### src/sv/bdac_pkg.sv
// Shared types and constants for the binary to decimal ASCII converter.
`default_nettype none

package bdac_pkg;

  // Front-end conversion sequencer states.
  typedef enum logic [1:0] {
    F_IDLE,
    F_CONV,
    F_PUSH
  } front_state_t;

  // ASCII code of the character '0', reduced to the 6-bit character field.
  localparam logic [5:0] ASCII_ZERO = 6'd48;

  // Shift-and-add-3 correction: a BCD digit of five or more gets three added.
  localparam logic [3:0] DIGIT_ADJ_MIN = 4'd5;
  localparam logic [3:0] DIGIT_ADJ_ADD = 4'd3;

endpackage

`default_nettype wire

### src/sv/bdac_front.sv
// Front end: accepts a binary value and converts it to BCD one bit per cycle.
`default_nettype none

module bdac_front #(
  parameter int VALUE_BITS = 32,
  parameter int NDIG       = 10,
  parameter int IW         = 4
) (
  input  wire logic                       clk,
  input  wire logic                       rst_n,
  input  wire logic                       in_valid,
  output logic                            in_ready,
  input  wire logic [31:0]                in_value,
  output logic                            push_valid,
  input  wire logic                       push_ready,
  output logic [IW+4*NDIG-1:0]            push_data
);
  import bdac_pkg::*;

  localparam int CNTW = (VALUE_BITS > 1) ? $clog2(VALUE_BITS) : 1;
  localparam logic [CNTW-1:0] LAST_BIT = CNTW'(VALUE_BITS - 1);

  front_state_t            state_r, state_nxt;
  logic [VALUE_BITS-1:0]   shr_r, shr_nxt;
  logic [4*NDIG-1:0]       bcd_r, bcd_nxt;
  logic [CNTW-1:0]         cnt_r, cnt_nxt;
  logic [4*NDIG-1:0]       bcd_adj;
  logic [IW-1:0]           top_idx;
  logic                    in_xfer;
  logic                    push_xfer;

  assign in_xfer   = in_valid && in_ready;
  assign push_xfer = push_valid && push_ready;

  // Next-state logic of the conversion sequencer.
  always_comb begin
    state_nxt = state_r;
    case (state_r)
      F_IDLE: begin
        if (in_xfer) state_nxt = F_CONV;
      end
      F_CONV: begin
        if (cnt_r == LAST_BIT) state_nxt = F_PUSH;
      end
      F_PUSH: begin
        if (push_xfer) state_nxt = F_IDLE;
      end
      default: state_nxt = F_IDLE;
    endcase
  end

  // Handshake outputs decoded from the state.
  always_comb begin
    in_ready   = 1'b0;
    push_valid = 1'b0;
    case (state_r)
      F_IDLE:  in_ready   = 1'b1;
      F_CONV:  ;
      F_PUSH:  push_valid = 1'b1;
      default: ;
    endcase
  end

  // Add three to every digit of five or more before the shift.
  always_comb begin
    for (int i = 0; i < NDIG; i++) begin
      if (bcd_r[4*i +: 4] >= DIGIT_ADJ_MIN) begin
        bcd_adj[4*i +: 4] = bcd_r[4*i +: 4] + DIGIT_ADJ_ADD;
      end else begin
        bcd_adj[4*i +: 4] = bcd_r[4*i +: 4];
      end
    end
  end

  // Datapath: load on a transfer, then shift one input bit into the BCD word per cycle.
  always_comb begin
    shr_nxt = shr_r;
    bcd_nxt = bcd_r;
    cnt_nxt = cnt_r;
    if (in_xfer) begin
      shr_nxt = in_value[VALUE_BITS-1:0];
      bcd_nxt = '0;
      cnt_nxt = '0;
    end else if (state_r == F_CONV) begin
      shr_nxt = {shr_r[VALUE_BITS-2:0], 1'b0};
      bcd_nxt = {bcd_adj[4*NDIG-2:0], shr_r[VALUE_BITS-1]};
      cnt_nxt = cnt_r + 1'b1;
    end
  end

  // Position of the most significant nonzero digit; zero gives position zero.
  always_comb begin
    top_idx = '0;
    for (int i = 0; i < NDIG; i++) begin
      if (bcd_r[4*i +: 4] != 4'd0) top_idx = IW'(i);
    end
  end

  assign push_data = {top_idx, bcd_r};

  always_ff @(posedge clk) begin
    if (!rst_n) begin
      state_r <= F_IDLE;
    end else begin
      state_r <= state_nxt;
    end
  end

  always_ff @(posedge clk) begin
    shr_r <= shr_nxt;
    bcd_r <= bcd_nxt;
    cnt_r <= cnt_nxt;
  end

endmodule

`default_nettype wire

### src/sv/bdac_fifo.sv
// Short queue of converted values between the front end and the digit emitter.
`default_nettype none

module bdac_fifo #(
  parameter int WIDTH = 44,
  parameter int DEPTH = 2
) (
  input  wire logic             clk,
  input  wire logic             rst_n,
  input  wire logic             push_valid,
  output logic                  push_ready,
  input  wire logic [WIDTH-1:0] push_data,
  output logic                  pop_valid,
  input  wire logic             pop_ready,
  output logic [WIDTH-1:0]      pop_data
);

  localparam int AW = (DEPTH > 1) ? $clog2(DEPTH) : 1;

  logic [WIDTH-1:0] mem_r [DEPTH];
  logic [AW-1:0]    wr_ptr_r, rd_ptr_r;
  logic [AW:0]      cnt_r;
  logic             push_xfer, pop_xfer;

  assign push_ready = (cnt_r != (AW + 1)'(DEPTH));
  assign pop_valid  = (cnt_r != '0);
  assign pop_data   = mem_r[rd_ptr_r];
  assign push_xfer  = push_valid && push_ready;
  assign pop_xfer   = pop_valid && pop_ready;

  // Pointers and fill count.
  always_ff @(posedge clk) begin
    if (!rst_n) begin
      wr_ptr_r <= '0;
      rd_ptr_r <= '0;
      cnt_r    <= '0;
    end else begin
      if (push_xfer) begin
        wr_ptr_r <= (wr_ptr_r == AW'(DEPTH - 1)) ? '0 : wr_ptr_r + 1'b1;
      end
      if (pop_xfer) begin
        rd_ptr_r <= (rd_ptr_r == AW'(DEPTH - 1)) ? '0 : rd_ptr_r + 1'b1;
      end
      if (push_xfer && !pop_xfer) begin
        cnt_r <= cnt_r + 1'b1;
      end else if (pop_xfer && !push_xfer) begin
        cnt_r <= cnt_r - 1'b1;
      end
    end
  end

  // Entry storage.
  always_ff @(posedge clk) begin
    if (push_xfer) mem_r[wr_ptr_r] <= push_data;
  end

endmodule

`default_nettype wire

### src/sv/bdac_back.sv
// Back end: emits the digits of one converted value, most significant first.
`default_nettype none

module bdac_back #(
  parameter int NDIG = 10,
  parameter int IW   = 4
) (
  input  wire logic                  clk,
  input  wire logic                  rst_n,
  input  wire logic                  pop_valid,
  output logic                       pop_ready,
  input  wire logic [IW+4*NDIG-1:0]  pop_data,
  output logic                       out_valid,
  input  wire logic                  out_ready,
  output logic [5:0]                 out_digit_char,
  output logic                       out_last
);
  import bdac_pkg::*;

  logic                busy_r;
  logic [IW-1:0]       idx_r;
  logic [4*NDIG-1:0]   bcd_r;
  logic [3:0]          digit;
  logic                out_xfer;
  logic                load;

  assign out_valid      = busy_r;
  assign digit          = bcd_r[{idx_r, 2'b00} +: 4];
  assign out_digit_char = ASCII_ZERO + {2'b00, digit};
  assign out_last       = (idx_r == '0);
  assign out_xfer       = out_valid && out_ready;

  // Take a new value once the current one has sent its final digit.
  assign pop_ready = !busy_r || (out_xfer && out_last);
  assign load      = pop_valid && pop_ready;

  always_ff @(posedge clk) begin
    if (!rst_n) begin
      busy_r <= 1'b0;
    end else if (load) begin
      busy_r <= 1'b1;
    end else if (out_xfer && out_last) begin
      busy_r <= 1'b0;
    end
  end

  // Digit index counts down toward the least significant digit.
  always_ff @(posedge clk) begin
    if (load) begin
      idx_r <= pop_data[IW+4*NDIG-1 -: IW];
      bcd_r <= pop_data[4*NDIG-1:0];
    end else if (out_xfer && !out_last) begin
      idx_r <= idx_r - 1'b1;
    end
  end

endmodule

`default_nettype wire

### src/sv/binary_to_decimal_ascii_top.sv
// Top level of the binary to decimal ASCII converter.
`default_nettype none

// Converts an unsigned binary value (low VALUE_BITS bits of in_value) into its
// decimal text: one ASCII digit per output transfer, most significant first,
// no leading zeros, and out_last high on the final digit; zero gives a lone '0'.
// The front end runs a shift-and-add-3 conversion that handles one input bit
// per cycle, pushes the result into the queue, and only then returns to idle to
// take its next value. The queue holds two converted values, and the back end
// sends one character per cycle while out_ready is high, so the next value can
// be converted while the digits of a value leave.
module binary_to_decimal_ascii_top #(
  parameter int VALUE_BITS = 32
) (
  input  wire logic        clk,
  input  wire logic        rst_n,
  input  wire logic        in_valid,
  output logic             in_ready,
  input  wire logic [31:0] in_value,
  output logic             out_valid,
  input  wire logic        out_ready,
  output logic [5:0]       out_digit_char,
  output logic             out_last
);

  // Decimal digits needed for the largest VALUE_BITS-bit value.
  localparam int NDIG = (VALUE_BITS * 30103) / 100000 + 1;
  localparam int IW   = $clog2(NDIG);
  localparam int QW   = IW + 4 * NDIG;

  logic          push_valid, push_ready;
  logic [QW-1:0] push_data;
  logic          pop_valid, pop_ready;
  logic [QW-1:0] pop_data;

  bdac_front #(
    .VALUE_BITS (VALUE_BITS),
    .NDIG       (NDIG),
    .IW         (IW)
  ) u_front (
    .clk        (clk),
    .rst_n      (rst_n),
    .in_valid   (in_valid),
    .in_ready   (in_ready),
    .in_value   (in_value),
    .push_valid (push_valid),
    .push_ready (push_ready),
    .push_data  (push_data)
  );

  bdac_fifo #(
    .WIDTH (QW),
    .DEPTH (2)
  ) u_fifo (
    .clk        (clk),
    .rst_n      (rst_n),
    .push_valid (push_valid),
    .push_ready (push_ready),
    .push_data  (push_data),
    .pop_valid  (pop_valid),
    .pop_ready  (pop_ready),
    .pop_data   (pop_data)
  );

  bdac_back #(
    .NDIG (NDIG),
    .IW   (IW)
  ) u_back (
    .clk            (clk),
    .rst_n          (rst_n),
    .pop_valid      (pop_valid),
    .pop_ready      (pop_ready),
    .pop_data       (pop_data),
    .out_valid      (out_valid),
    .out_ready      (out_ready),
    .out_digit_char (out_digit_char),
    .out_last       (out_last)
  );

endmodule

`default_nettype wire

### config.mk
export PLATFORM = sky130hd
export DESIGN_NAME = binary_to_decimal_ascii_top
export DESIGN_NICKNAME = d
export VERILOG_FILES = /design/src/sv/bdac_pkg.sv /design/src/sv/bdac_front.sv /design/src/sv/bdac_fifo.sv /design/src/sv/bdac_back.sv /design/src/sv/binary_to_decimal_ascii_top.sv
export SDC_FILE = /design/constraint.sdc
export NUM_CORES = 1
export LEC_CHECK = 0
export BUFFER_PORTS_ARGS = -buffer_cell sky130_fd_sc_hd__buf_2
export CORE_MARGIN = 5
export CORE_UTILIZATION = 55
export CTS_CLUSTER_DIAMETER = 80
export DETAILED_ROUTE_END_ITERATION = 12
export PLACE_DENSITY = 0.76
export REMOVE_ABC_BUFFERS = 1
export SYNTH_ARGS = -nofsm -noshare
export SYNTH_HDL_FRONTEND = slang
export SYNTH_SLANG_ARGS = --single-unit
### constraint.sdc
create_clock -name clk -period 4.57 [get_ports clk]
set_input_delay 0.6855 -clock clk [delete_from_list [all_inputs] [get_ports clk]]
set_output_delay 0.6855 -clock clk [all_outputs]
set_load 0.02 [all_outputs]
Yosys cells after proc, flatten, opt, wreduce, memory -nomap -nowiden

Memory sizes are Yosys's and may differ from the RTL's. A register that Yosys moved wholly into a read port is not among the register bits.
Cells that the tools add are included.

Register bits: 128
Memories kept: 1
RAM bits: 88
Logic and storage cells: 115
Output and inout bits: 9

Equality and inequality tests: 7
Add/subtract/negate cells: 17
Magnitude comparators: 10
Mux-type cells: 39
Reduce and logical (&&, ||, !) cells: 30
Shift-type cells: 1

Memories:

| memory       | depth | bits a word | read ports | clocked after memory_dff | wr ports | RTL line        | text |
|---|---|---|---|---|---|---|---|
| u_fifo.mem_r | 2     | 44          | 1          | 1                        | 1        | bdac_fifo.sv:20 | `logic [WIDTH-1:0] mem_r [DEPTH];` |

Operators by type and width:

| cell                                                   | number |
|---|---|
| 2-to-1 mux 32 bit                                      | 2 |
| 2-to-1 mux 4 bit                                       | 13 |
| >= comparator 4 x 3 -> 1 bit (second input constant)   | 10 |
| variable part select 40 x 7 -> 4 bit                   | 1 |
| adder 4 x 2 -> 4 bit (second input constant)           | 9 |
| nonzero test 4 bit                                     | 9 |
| 2-to-1 mux 3 bit                                       | 5 |
| 2-to-1 mux 2 bit                                       | 7 |
| 2-to-1 mux 1 bit                                       | 11 |
| nonzero test 2 bit                                     | 5 |
| logical AND 1 bit                                      | 8 |
| adder 5 x 5 -> 6 bit (first input constant)            | 1 |
| inequality test 2 x 1 -> 1 bit (second input constant) | 3 |
| one-hot mux 2 bit (3 select lines)                     | 1 |
| adder 5 x 1 -> 5 bit (second input constant)           | 1 |
| == test 5 bit (second input constant)                  | 1 |
| logical NOT 1 bit                                      | 4 |
| logical NOT 4 bit                                      | 1 |
| subtractor 4 x 1 -> 4 bit (second input constant)      | 1 |
| adder 3 x 2 -> 3 bit (second input constant)           | 1 |
| AND reduction 3 bit                                    | 1 |
| adder 1 bit (second input constant)                    | 2 |
| adder 2 x 1 -> 2 bit (second input constant)           | 1 |
| == test 2 x 1 -> 1 bit (second input constant)         | 1 |
| 5 further kinds                                        | 5 |

Longest topological paths before layout

Word-level depth: 10
Depth in mapped cells: 11

By module

A second synthesis with hierarchy kept.

Cell total of the unflattened synthesis: 659
Area, all modules: 9379.0 sq um

Modules (own cells, without submodules):

| module     | seq. area each (sq um) | area each (sq um) | cells an instance | times used |
|---|---|---|---|---|
| bdac_front | 1901.8                 | 4083.9            | 380               | 1 |
| bdac_fifo  | 2742.6                 | 3408.3            | 161               | 1 |
| bdac_back  | 1341.3                 | 1886.8            | 118               | 1 |

Worst setup path before layout

Ideal clock, no wire load.

Kind: register -> register
From: register u_front.state_r[1]
To: memory u_fifo.mem_r[0][0] (enable)
Data required time: 4.118 ns
Stages on the path, launching flop included: 4
Library setup time: 0.452 ns
Path buffers: 0
Setup slack: 1.373 ns
Clock period less this slack: 3.197 ns
Data arrival time: 2.745 ns
Path through: dfxtp_1 > nor2b_1 > nor2b_1 > nor2b_1

Longest elaborated chain between the ends: 5

Ends and longest elaborated chain:

| item                                   | RTL line          | text |
|---|---|---|
| start, declared                        | bdac_front.sv:23  | `front_state_t state_r, state_nxt;` |
| start signal, assigned                 | bdac_front.sv:105 | `state_r <= state_nxt;` |
| == test 2 bit                          | bdac_front.sv:56  | `case (state_r)` |
| 2-to-1 mux 1 bit                       | bdac_front.sv:56  |  |
| logical AND 1 bit                      | bdac_fifo.sv:28   | `assign push_xfer = push_valid && push_ready;` |
| named net u_fifo.push_xfer             | bdac_fifo.sv:23   | `logic push_xfer, pop_xfer;` |
| 2-to-1 mux 1 bit                       | bdac_fifo.sv:54   | `if (push_xfer) mem_r[wr_ptr_r] <= push_data;` |
| 2-to-1 mux 1 bit (implied by the code) | bdac_fifo.sv:54   |  |
| end, declared                          | bdac_fifo.sv:20   |  |

The timed path passes the listed nets, and every way through them passes these cells.

Final worst setup path

From: register u_back.idx_r[0]
To: output port out_digit_char[3]

Longest elaborated chain between the ends: 2

Ends and longest elaborated chain:

| item                                 | RTL line                          | text |
|---|---|---|
| start, declared                      | bdac_back.sv:21                   | `logic [IW-1:0] idx_r;` |
| start signal, assigned               | bdac_back.sv:50                   | `idx_r <= pop_data[IW+4*NDIG-1 -: IW];` |
| start signal, assigned               | bdac_back.sv:53                   | `idx_r <= idx_r - 1'b1;` |
| variable part select 40 x 7 -> 4 bit | bdac_back.sv:28                   | `assign digit = bcd_r[{idx_r, 2'b00} +: 4];` |
| adder 5 x 5 -> 6 bit                 | bdac_back.sv:29                   | `assign out_digit_char = ASCII_ZERO + {2'b00, digit};` |
| end, declared                        | binary_to_decimal_ascii_top.sv:22 | `output logic [5:0] out_digit_char,` |

Every way passes these cells.

==> run metrics <==
ranking of synthesized cells by area edfxtp_1 (54%), dfxtp_1 (12%), mux2_2 (9.9%); Distinct cells, synth 41; initial antenna violation count 0; CP Capture Point out_digit_char[3]; R2R Setup Slk 1.55 ns; grt total ovfl 0; run status complete, no violations; Area Overhead vs Synth 12.3%; synth warn 0; CP endpoint kind output pin; share of layout cells above drive strength 1 25.1%; Worst Reg-to-Reg Cells 9; clock tree root buffer cell clkbuf_16; Die X 139 um; antenna viol nets, final 0; IO buf count 42; Core Region 16500 um^2; Clock Path Buffers 3; Post-Route WL 15.8 mm; RSZ-0062 raised after global routing no; synthesized area per cell 14.3 um^2; drc violations 0; CTS sink cnt 217; CTS Hold Buffers Added 0; GRT Util Overall 16.4%; Setup TNS 0 ns; met2 WL post-DR 7.43 mm; post-route insts no fill 922; Antenna Cells 0; Setup violations, final 0; Initial DRC Count 406; Starting Density 55.7%; Slew Limit Fails 0; Die ar. 19400 um^2; CTS tree yes; leakage power 3.61 nW; max_cap viols 0; Inserted Clock Buffers 23; most frequent cell after synthesis edfxtp_1; Mapped Area 9180 um^2; register area share after synthesis 65.2%; Post-Synthesis Cells 643; first-pass GRT wire length 25.8 mm; H-Tree Depth 1; Top Layer Used met4; WP data arrival 2.56 ns; Achievable Freq 0.308 GHz; GP Congestion 0.832; slew margin rel. 25.5%; CP Data Required Time 3.88 ns; number of enable flip-flop cells after synthesis 164; nets 747; Hold WC Path Type flip-flop to flip-flop; PostCTS Resize Cnt 0; CP Class flip-flop to output pin; PwrDens 513 nW/um^2; area leader, netlist edfxtp_1; CP startpoint kind flip-flop; Setup Buffers After CTS 0; vias in the first global route 5095; Worst Setup SP u_back.idx_r[0]$_DFFE_PP_; period utilization 71.1%; Critical R2R Launch u_back.idx_r[0]$_DFFE_PP_; Skew-Pair Late Insertion Delay 0.50 ns; actual slew at the worst max-slew pin 1.12 ns; M1 WL 7.19 mm; row count 47; Vias/cell 5.49; clock transition at the registers of the reported paths 0.06 ns; metal3 WL 768 um; Cell Count Post-Placement 882; Crit Reg-Reg Endpoint u_fifo.cnt_r[1]$_SDFFE_PN0P_; DR WL/cell 17.1 um; top_reg_cell synth edfxtp_1; FFs w/ async S/R, synth 0%; pin count of the biggest net entering global routing 73; Tmin final 3.25 ns; hpwl dp 10.3 mm; Vias 5066; CP max FO 18; final hold viol count 0; Worst Skew 0.00790 ns; Seq cells post-synth 217; Die Y 139 um; num ports 45; Initial DRT Pass Iterations 4; commonest cells in the netlist edfxtp_1 (164), mux2_2 (81), dfxtp_1 (53); Peak supply drop 0.367 mV; post-synth top area share 53.7%
worst max-delay path: stages (launching register included):
cell and delay (ns):
edfxtp_1 0.93, mux4_2 0.60, nand2_1 0.09, o221ai_1 0.12, o21a_1 0.18, buf_2 0.15
area by class of cell:
cell class	count	area, um^2
clock inverters	9	125
repair buffers	49	263
fillers	1213	6160
well taps	220	275
multi-input cells	372	2950
clock buffers	31	616
inverters	24	90.1
flip-flops and latches	217	5990
per-stage QoR:
step / setup slack (ns) / utilization (%) / hold WS, ns / total power, mW / cell area (um^2)
2_1_floorplan: 0.956 / - / 0.418 / 3.25 / 9020
3_3_place_gp: 1.61 / 58.1 / 0.448 / 3.48 / 9570
3_5_place_dp: 1.51 / 58.1 / 0.460 / 3.52 / 9570
4_1_cts: 1.28 / 62.6 / 0.468 / 5.34 / 10300
5_1_grt: 1.14 / 62.6 / 0.482 / 5.53 / 10300
6_report: 1.32 / 62.6 / 0.466 / 5.29 / 10300
placed cells by master, fill, tap and decap left out, types with 3 or more instances in the layout:
master,n
mux2_2,81
nor2b_1,8
nand2b_1,12
clkbuf_1,7
mux2i_1,18
xor2_1,13
o22ai_1,20
dfxtp_1,52
buf_2,42
xnor2_1,13
a21oi_1,25
and2_1,3
o221ai_1,4
nand2_1,42
buf_4,7
clkbuf_16,23
o32ai_1,9
mux4_2,4
o21a_1,7
ha_1,24
o21ai_0,28
nor2_1,23
nand3_1,10
nor3b_1,4
edfxtp_1,164
bufinv_16,3
inv_1,24
worst min path at each step:
stage,from,to,slack [ns],cells past startpoint
2_1_floorplan,u_front.shr_r[31]$_DFFE_PP_,u_front.bcd_r[0]$_SDFFE_PP0P_,0.42,2
3_3_place_gp,u_front.shr_r[31]$_DFFE_PP_,u_front.bcd_r[0]$_SDFFE_PP0P_,0.45,2
3_5_place_dp,u_front.cnt_r[4]$_SDFFE_PP0P_,u_front.cnt_r[4]$_SDFFE_PP0P_,0.46,2
4_1_cts,u_front.cnt_r[4]$_SDFFE_PP0P_,u_front.cnt_r[4]$_SDFFE_PP0P_,0.47,2
5_1_grt,in_value[6],u_front.shr_r[6]$_DFFE_PP_,0.48,2
6_report,u_front.cnt_r[4]$_SDFFE_PP0P_,u_front.cnt_r[4]$_SDFFE_PP0P_,0.47,2
routing by layer:
layer	global-route usage (%)	vias up
met5	0	-
met2	26.1	138
li1	-	2461
met1	23.1	2437
met4	5.10	0
met3	3.14	30
cells by family after synthesis:
family | share of synthesized area, %
AND/OR/NAND/NOR | 6.30
AO/OA/AOI/OAI | 6.86
XOR/XNOR | 2.66
adder cells (fa/ha/maj) | 3.27
flip-flops | 65.2
multiplexers | 12.9
buffers and inverters | 2.78
other | 0.0409
registers in the layout, indices dropped and copies added (netlist names), named ones only:
signal	cells
u_back.bcd_r	40
u_front.shr_r	32
u_front.cnt_r	5
u_front.state_r	2
u_back.out_valid	1
u_fifo.rd_ptr_r	1
u_fifo.mem_r	88
u_fifo.wr_ptr_r	1
u_fifo.cnt_r	2
u_front.bcd_r	40
u_back.idx_r	4
where the power goes:
group	switching [mW]	internal [mW]
clock	0.702	1.11
combinational	0.472	0.402
sequential	0.164	2.43
(Power assumes the default switching activity.)
